--- config.mk ---
export PLATFORM = sky130hd
export DESIGN_NAME = srlcc_back
export DESIGN_NICKNAME = d
export VERILOG_FILES = /design/src/srlcc_pkg.sv /design/src/srlcc_back.sv
export SDC_FILE = /design/constraint.sdc
export NUM_CORES = 1
export LEC_CHECK = 0
export BUFFER_PORTS_ARGS = -buffer_cell sky130_fd_sc_hd__buf_2
export CAP_MARGIN = 15
export CORE_MARGIN = 2
export CORE_UTILIZATION = 57
export DETAILED_ROUTE_END_ITERATION = 8
export MAX_ROUTING_LAYER = met4
export PLACE_DENSITY_LB_ADDON = 0.12
export SLEW_MARGIN = 15
export SYNTH_ARGS = -nofsm -noshare
export SYNTH_HDL_FRONTEND = slang
export SYNTH_SLANG_ARGS = --single-unit
--- constraint.sdc ---
create_clock -name i_clk -period 3.1 [get_ports i_clk]
set_input_delay 0.31 -clock i_clk [delete_from_list [all_inputs] [get_ports i_clk]]
set_output_delay 0.31 -clock i_clk [all_outputs]
set_load 0.005 [all_outputs]
--- src/srlcc_pkg.sv ---
// Shared types and constants of the S-record line checksum checker.
`default_nettype none

package srlcc_pkg;

    // Character classes produced by the front classifier
    typedef logic [1:0] t_kind;
    localparam t_kind KIND_CHAR    = 2'd0;
    localparam t_kind KIND_NEWLINE = 2'd1;
    localparam t_kind KIND_END     = 2'd2;

    // Line status codes
    typedef logic [1:0] t_status;
    localparam t_status ST_VALID     = 2'd0;
    localparam t_status ST_MISMATCH  = 2'd1;
    localparam t_status ST_BAD_START = 2'd2;
    localparam t_status ST_MALFORMED = 2'd3;

    // Character codes
    localparam logic [7:0] CH_NEWLINE = 8'd10;
    localparam logic [7:0] CH_S       = 8'd83;
    localparam logic [7:0] CH_ZERO    = 8'd48;
    localparam logic [7:0] CH_NINE    = 8'd57;
    localparam logic [7:0] CH_UPPER_A = 8'd65;
    localparam logic [7:0] CH_UPPER_F = 8'd70;
    localparam logic [7:0] HEX_A_OFFSET = 8'd55;  // 'A' - 10

    // One classified input beat
    typedef struct packed {
        t_kind      kind;
        logic       is_s;
        logic       hex_ok;
        logic [3:0] nibble;
    } t_cls;

    // One line result
    typedef struct packed {
        t_status    status;
        logic [7:0] stored;
        logic [7:0] computed;
        logic       final_line;
    } t_res;

    localparam int CLS_W = $bits(t_cls);
    localparam int RES_W = $bits(t_res);

endpackage

`default_nettype wire

--- src/srlcc_back.sv ---
// Back end: line state, pair summing and status for each closed line.
`default_nettype none

module srlcc_back (
    input  wire logic             i_clk,
    input  wire logic             i_rst_n,
    input  wire logic             i_valid,
    input  wire srlcc_pkg::t_cls  i_cls,
    output logic                  o_take,
    output logic                  o_res_push,
    output srlcc_pkg::t_res       o_res,
    input  wire logic             i_res_full
);

    localparam logic [1:0] PH_START = 2'd0;
    localparam logic [1:0] PH_TYPE  = 2'd1;
    localparam logic [1:0] PH_BODY  = 2'd2;

    logic [1:0] r_phase, n_phase;
    logic [3:0] r_high, n_high;
    logic       r_half, n_half;
    logic       r_pair_bad, n_pair_bad;
    logic [7:0] r_sum, n_sum;
    logic [7:0] r_last, n_last;
    logic [1:0] r_seen, n_seen;
    logic       r_bad_start, n_bad_start;

    logic       closes;
    logic [7:0] pair_byte;

    // A beat closes a line on newline, or on stream end within a line
    assign closes = (i_cls.kind == srlcc_pkg::KIND_NEWLINE) ||
                    ((i_cls.kind == srlcc_pkg::KIND_END) && (r_phase != PH_START));
    assign o_take     = i_valid && (!closes || !i_res_full);
    assign o_res_push = o_take && closes;
    assign pair_byte  = (r_pair_bad || !i_cls.hex_ok) ? 8'd0 : {r_high, i_cls.nibble};

    // Status of the line as it stands
    always_comb begin
        o_res.stored     = 8'd0;
        o_res.computed   = 8'd0;
        o_res.final_line = (i_cls.kind == srlcc_pkg::KIND_END);
        if (r_bad_start || r_phase == PH_START) begin
            o_res.status = srlcc_pkg::ST_BAD_START;
        end else if (r_phase == PH_TYPE || r_half || r_seen < 2'd2) begin
            o_res.status = srlcc_pkg::ST_MALFORMED;
        end else begin
            o_res.stored   = r_last;
            o_res.computed = ~r_sum;
            o_res.status   = (r_last == ~r_sum) ? srlcc_pkg::ST_VALID
                                                : srlcc_pkg::ST_MISMATCH;
        end
    end

    always_comb begin
        n_phase     = r_phase;
        n_high      = r_high;
        n_half      = r_half;
        n_pair_bad  = r_pair_bad;
        n_sum       = r_sum;
        n_last      = r_last;
        n_seen      = r_seen;
        n_bad_start = r_bad_start;
        if (o_take) begin
            if (i_cls.kind != srlcc_pkg::KIND_CHAR) begin
                // close or drop the line: start afresh
                n_phase     = PH_START;
                n_high      = 4'd0;
                n_half      = 1'b0;
                n_pair_bad  = 1'b0;
                n_sum       = 8'd0;
                n_last      = 8'd0;
                n_seen      = 2'd0;
                n_bad_start = 1'b0;
            end else begin
                case (r_phase)
                    PH_START: begin
                        n_bad_start = !i_cls.is_s;
                        n_phase     = i_cls.is_s ? PH_TYPE : PH_BODY;
                    end
                    PH_TYPE: begin
                        n_phase = PH_BODY;
                    end
                    default: begin
                        if (!r_bad_start) begin
                            if (!r_half) begin
                                n_high     = i_cls.nibble;
                                n_pair_bad = !i_cls.hex_ok;
                                n_half     = 1'b1;
                            end else begin
                                if (r_seen != 2'd0) begin
                                    n_sum = r_sum + r_last;
                                end
                                n_last     = pair_byte;
                                n_seen     = (r_seen == 2'd2) ? 2'd2 : r_seen + 1'b1;
                                n_half     = 1'b0;
                                n_pair_bad = 1'b0;
                            end
                        end
                    end
                endcase
            end
        end
    end

    always_ff @(posedge i_clk) begin
        if (!i_rst_n) begin
            r_phase     <= PH_START;
            r_high      <= 4'd0;
            r_half      <= 1'b0;
            r_pair_bad  <= 1'b0;
            r_sum       <= 8'd0;
            r_last      <= 8'd0;
            r_seen      <= 2'd0;
            r_bad_start <= 1'b0;
        end else begin
            r_phase     <= n_phase;
            r_high      <= n_high;
            r_half      <= n_half;
            r_pair_bad  <= n_pair_bad;
            r_sum       <= n_sum;
            r_last      <= n_last;
            r_seen      <= n_seen;
            r_bad_start <= n_bad_start;
        end
    end

    a_no_push_when_full: assert property (@(posedge i_clk) disable iff (!i_rst_n)
        o_res_push |-> !i_res_full)
        else $error("result pushed into a full queue");

    a_valid_matches: assert property (@(posedge i_clk) disable iff (!i_rst_n)
        o_res_push && (o_res.status == srlcc_pkg::ST_VALID)
            |-> (o_res.stored == o_res.computed))
        else $error("valid status without matching checksum");

    a_fault_zeroes: assert property (@(posedge i_clk) disable iff (!i_rst_n)
        o_res_push && (o_res.status == srlcc_pkg::ST_BAD_START ||
                       o_res.status == srlcc_pkg::ST_MALFORMED)
            |-> (o_res.stored == 8'd0 && o_res.computed == 8'd0))
        else $error("checksums not cleared on a faulty line");

    a_end_restarts: assert property (@(posedge i_clk) disable iff (!i_rst_n)
        o_take && (i_cls.kind == srlcc_pkg::KIND_END) |=> (r_phase == PH_START))
        else $error("stream end did not return to line start");

endmodule

`default_nettype wire

==> Word level (Yosys, flattened, before mapping) <==
Cells that the tools add are included.
{ "word_totals": {"in_bits": 12, "out_inout_bits": 21, "register_bits": 27} }
{ "op_classes": {"magnitude_cmp": 1, "n_reduce_logical": 28, "add_sub_neg": 2, "bitwise_logic": 1, "muxes": 37, "n_eq_ne": 8} }
{ "op_table": {"columns": ["operator", "n"], "rows": [
  ["$mux W8", 10],
  ["$mux W16", 2],
  ["$mux W2", 9],
  ["$mux W4", 4],
  ["$reduce_bool A2 Y1", 6],
  ["$mux W1", 11],
  ["$add A8 B8 Y8", 1],
  ["$eq A8 B8 Y1", 1],
  ["$not A8 Y8", 1],
  ["$reduce_and A4 Y1", 2],
  ["$logic_or A1 B1 Y1", 6],
  ["$ne A2 B1 Y1 const B", 3],
  ["$reduce_and A5 Y1", 1],
  ["$eq A2 B1 Y1 const B", 2],
  ["$eq A2 B2 Y1 const B", 2],
  ["$logic_not A1 Y1", 4],
  ["$pmux W2 S2", 1],
  ["$reduce_and A2 Y1", 2],
  ["$logic_and A1 B1 Y1", 3],
  ["$reduce_and A3 Y1", 1],
  ["$reduce_bool A3 Y1", 1],
  ["$add A2 B1 Y2 const B", 1],
  ["$logic_not A2 Y1", 1],
  ["$lt A2 B2 Y1 const B", 1],
  ["$reduce_or A2 Y1", 1]
]} }

==> Depth between registers and ports, before layout <==
{ "logic_depth": {"ltp_word": 7, "ltp_mapped": 7, "depth_no_buf": 7} }

==> Worst setup path after synthesis <==
OpenSTA, ideal clock, no wires.
{ "synth_path": {"path_type": "flip-flop to flip-flop", "start": "register r_sum[2]", "end": "register r_sum[7]", "t_required_ns": 2.978, "synth_period_minus_slack_ns": 1.899, "path_buffers": 0, "path_stages_with_launch": 7, "setup_slack_ns": 1.201, "setup_ns": 0.122, "arrival_ns": 1.778, "cell_sequence": "dfxtp_1 -> ha_1 -> a21oi_1 -> a21oi_1 -> o31a_1 -> or2_2 -> a221o_1"} }
{ "synth_via": {"elab_chain_cells": 6} }
{ "synth_lines": {"columns": ["item", "line_no", "text"], "rows": [
  ["start, declared", "srlcc_back.sv:23", "logic [7:0] r_sum, n_sum;"],
  ["start signal, assigned", "srlcc_back.sv:121", "r_sum <= n_sum;"],
  ["$add A8 B8 Y8", "srlcc_back.sv:92", "n_sum = r_sum + r_last;"],
  ["$mux W8", "srlcc_back.sv:91", "if (r_seen != 2'd0) begin"],
  ["$mux W8", "srlcc_back.sv:86", "if (!r_half) begin"],
  ["$mux W8", "srlcc_back.sv:85", "if (!r_bad_start) begin"],
  ["$mux W8", "srlcc_back.sv:76", "case (r_phase)"],
  ["$mux W8", "srlcc_back.sv:65", "if (i_cls.kind != srlcc_pkg::KIND_CHAR) begin"]
]} }
No other way between the ends. The select of a mux whose other input is x is not followed.
A chain may end at the register's enable or synchronous reset.

==> run metrics <==
DR top layer=met4; worst hold endpoint=r_last[2]; Top FF cell, synth=dfxtp_1; Achievable Freq=405.2 MHz; post-route setup TNS=0 ps; Switching Share=26.50%; routed vias/inst=5.886; root buffer cell=clkbuf_4; Syn. warnings=0; DRC viols=0; post-route met1 wirelength=around 1.6 mm; Max Cap Viol=0; Initial Utilization=60.10%; Tot GR Track Use=about 26%; final wirelength=approximately 3.5 mm; Worst Hold Path Cells=2; io pins=33; Avg Cell Area, Syn=a little over 9 µm²; CTS buffer count=3; initial DRC count=34; clock-pin slew on the worst setup and hold paths=approximately 160 ps; crit end category=output port; switching power=~150 µW; first-pass GRT wire length=between 5 and 6 mm; nets=220; CP Buf/Inv Count=2; wire length per cell=roughly 15 µm; Pleak=around 0.8 nW; worst-skew pair later-pin latency=around 340 ps; routed vias=between 1000 and 1500; RSZ-0062 raised after global routing=no; Critical-path top delay cell=dfxtp_1; Synth Cell Area=around 1500 µm²; relative slew slack=roughly two fifths; startpoint types=register; drt first pass iters=4; Cells after Synth=between 150 and 200; post-placement setup slack=997.1 ps; Gate power share=10.3%; EDFF count, synth=0; met2 wire len=around 1.7 mm; Die Height=55.11 µm; setup bufs post-CTS=0; proportion of layout cells with a drive suffix above 1=between 20% and 30%; maximum root-to-sink buffer count=2; largest delay contributor family on the critical path=simple AND/OR/NAND/NOR gates; die width=55.11 µm; worst-path fanout max=9; Layout Cell Area excl Fill=~1700 µm²; Setup WS post-layout=631.9 ps; Cell Chain, Critical Path=or2b_1 -> nor2_1 -> clkinv_1 -> nor2_1 -> buf_2; core area=~2500 µm²; FF-to-FF setup slack=between 1000 and 1500 ps; GP Congestion=0.8637; HP Start=i_cls[2]; status=finished, final reports clean; most used cell, CP=nor2_1; input/output buffers=32; CTS Sinks=27; Clock Skew=~9.4 ps; Critical R2R Launch=r_last[2]; Post-CTS Hold Fix Bufs=0; H-tree level count=1; DPL Wire Length=roughly 2.7 mm; final core occ=approximately two thirds; actual slew at the worst max-slew pin=about 900 ps; Async SR Flop Fraction=0%; Setup Crit Path Kind=register to output port; Synth cell types=39; # rows=18; Int Power=between 400 and 500 µW; syn_nets=185; P&R area growth vs syn=14.03%; final hold vios=0; met3 WL=approximately 140 µm; Overall Power=just under 600 µW; number of global-route vias before repair=between 1000 and 1500; largest net degree at the start of global routing=17; Yosys reg bits=27; VDD IR max=344.0 µV; Final period util=79.62%; Critical Path AT=about 2200 ps; Post-DP Area=about 1700 µm²; clock share of power=~28%; Hold Crit Class=primary input to register; post-CTS resize count=0; Antenna Nets Post-Route=0; Crit path largest cell delay=between 400 and 500 ps; Reg-to-Reg End=r_sum[7]; Crit path required time=2790 ps; sequential power share=61.6%; die footprint=between 3000 and 4000 µm²; Worst Reg-to-Reg Cells=6; Ant. Diodes=0; initial antenna violation count=0; Final min period=2468 ps; final setup vio count=0; CTS tree=yes; post-synthesis sequential area ratio=a little over a third; PD cells=roughly 340 nW/µm²; GRT Residual Overflow=0; max-slew violations=0
-- synthesized netlist by cell type (2+ instances only) --
cell / count / area, µm²
a211oi_1: 2 / 15.01
a21boi_0: 5 / 37.54
a21o_1: 4 / 30.03
a21oi_1: 6 / 30.03
a221o_1: 2 / 20.02
a22o_1: 15 / 131.4
and2_1: 11 / 68.82
buf_6: 2 / 22.52
dfxtp_1: 27 / 540.5
ha_1: 8 / 100.1
inv_1: 6 / 22.52
nand2_1: 12 / 45.04
nand2b_1: 2 / 12.51
nand3_1: 3 / 15.01
nand3b_1: 2 / 15.01
nand4_1: 3 / 18.77
nor2_1: 12 / 45.04
nor2b_1: 4 / 25.02
nor3_1: 4 / 20.02
nor4_1: 2 / 12.51
o21a_1: 3 / 22.52
o21ai_0: 4 / 20.02
o22ai_1: 4 / 25.02
or2_2: 2 / 12.51
xnor2_1: 4 / 35.03
xor2_1: 2 / 17.52
-- per-layer routing --
layer	vias up	global-route usage (%)
li1	668	-
met4	0	10.57
met2	29	42.86
met1	640	31.95
met3	5	3.495
met5	-	-
-- power groups by stage --
stage                     Clock (mW)  Combinational (mW)  Sequential [mW]
after floorplan                    0              0.0405            0.362
after global placement             0              0.0561            0.363
after detailed placement           0              0.0597            0.364
after CTS                      0.163              0.0598            0.356
after global routing           0.175              0.0657            0.357
final                          0.163              0.0598            0.356
-- kinds of logic after synthesis --
| family | share of synthesized area [%] |
|---|---|
| DFF | 36.30 |
| adders and majority gates | 8.068 |
| xor gates and xnor gates | 3.529 |
| and+or+nand+nor | 22.27 |
| buffers and inverters | 3.529 |
| AOI/OAI and AO/OA | 26.30 |
-- how the worst max path moves through the flow --
stage | from | end | slack (ps) | cells after the start
final | r_phase[1] | o_res[7] | 630 | 5
after global routing | r_phase[1] | o_res[4] | 350 | 5
after CTS | r_phase[1] | o_res[7] | 610 | 5
after detailed placement | r_phase[1] | o_res[7] | 1000 | 5
after global placement | r_phase[1] | o_res[5] | 1110 | 5
after floorplan | r_sum[2] | r_sum[7] | 1200 | 6
-- worst register-to-register path, stage by stage, from the launching register on --
cell	delay (ps)
dfxtp_1	430
ha_1	330
a21oi_1	210
a21oi_1	120
o31a_1	300
or2_2	300
a221o_1	290
-- registers in the layout, indices dropped and copies added, names as in the netlist --
signal / count
r_phase: 2
r_bad_start: 1
r_sum: 8
r_last: 8
r_half: 1
r_seen: 2
r_high: 4
r_pair_bad: 1
-- through the flow --
stage / instances / hold slack [ps]
after detailed placement: 224 / 458.6
after CTS: 228 / 180.3
after global routing: 228 / 177.3
after floorplan: 164 / 435.5
final: 228 / 181.8
after global placement: 224 / 450.7
-- layout make-up --
cell class	instances	area (µm²)
inverters	7	26.28
fillers	228	779.5
multi-input cells	127	895.9
clock inverters	1	7.507
flip-flops and latches	27	540.5
repair buffers	33	167.7
well taps	30	37.54
clock buffers	3	22.52
-- layout by cell type (no fill, tap or decap), types with 3 or more instances in the layout --
| cell type | n |
|---|---|
| a21boi_0 | 5 |
| a21o_1 | 4 |
| a21oi_1 | 6 |
| a22o_1 | 15 |
| and2_1 | 11 |
| buf_2 | 32 |
| clkbuf_4 | 3 |
| dfxtp_1 | 27 |
| ha_1 | 8 |
| inv_1 | 6 |
| nand2_1 | 12 |
| nand3_1 | 3 |
| nand4_1 | 3 |
| nor2_1 | 12 |
| nor2b_1 | 4 |
| nor3_1 | 4 |
| o21a_1 | 3 |
| o21ai_0 | 4 |
| o22ai_1 | 4 |
| xnor2_1 | 4 |
Note: power is estimated with default switching activity, not from simulation.
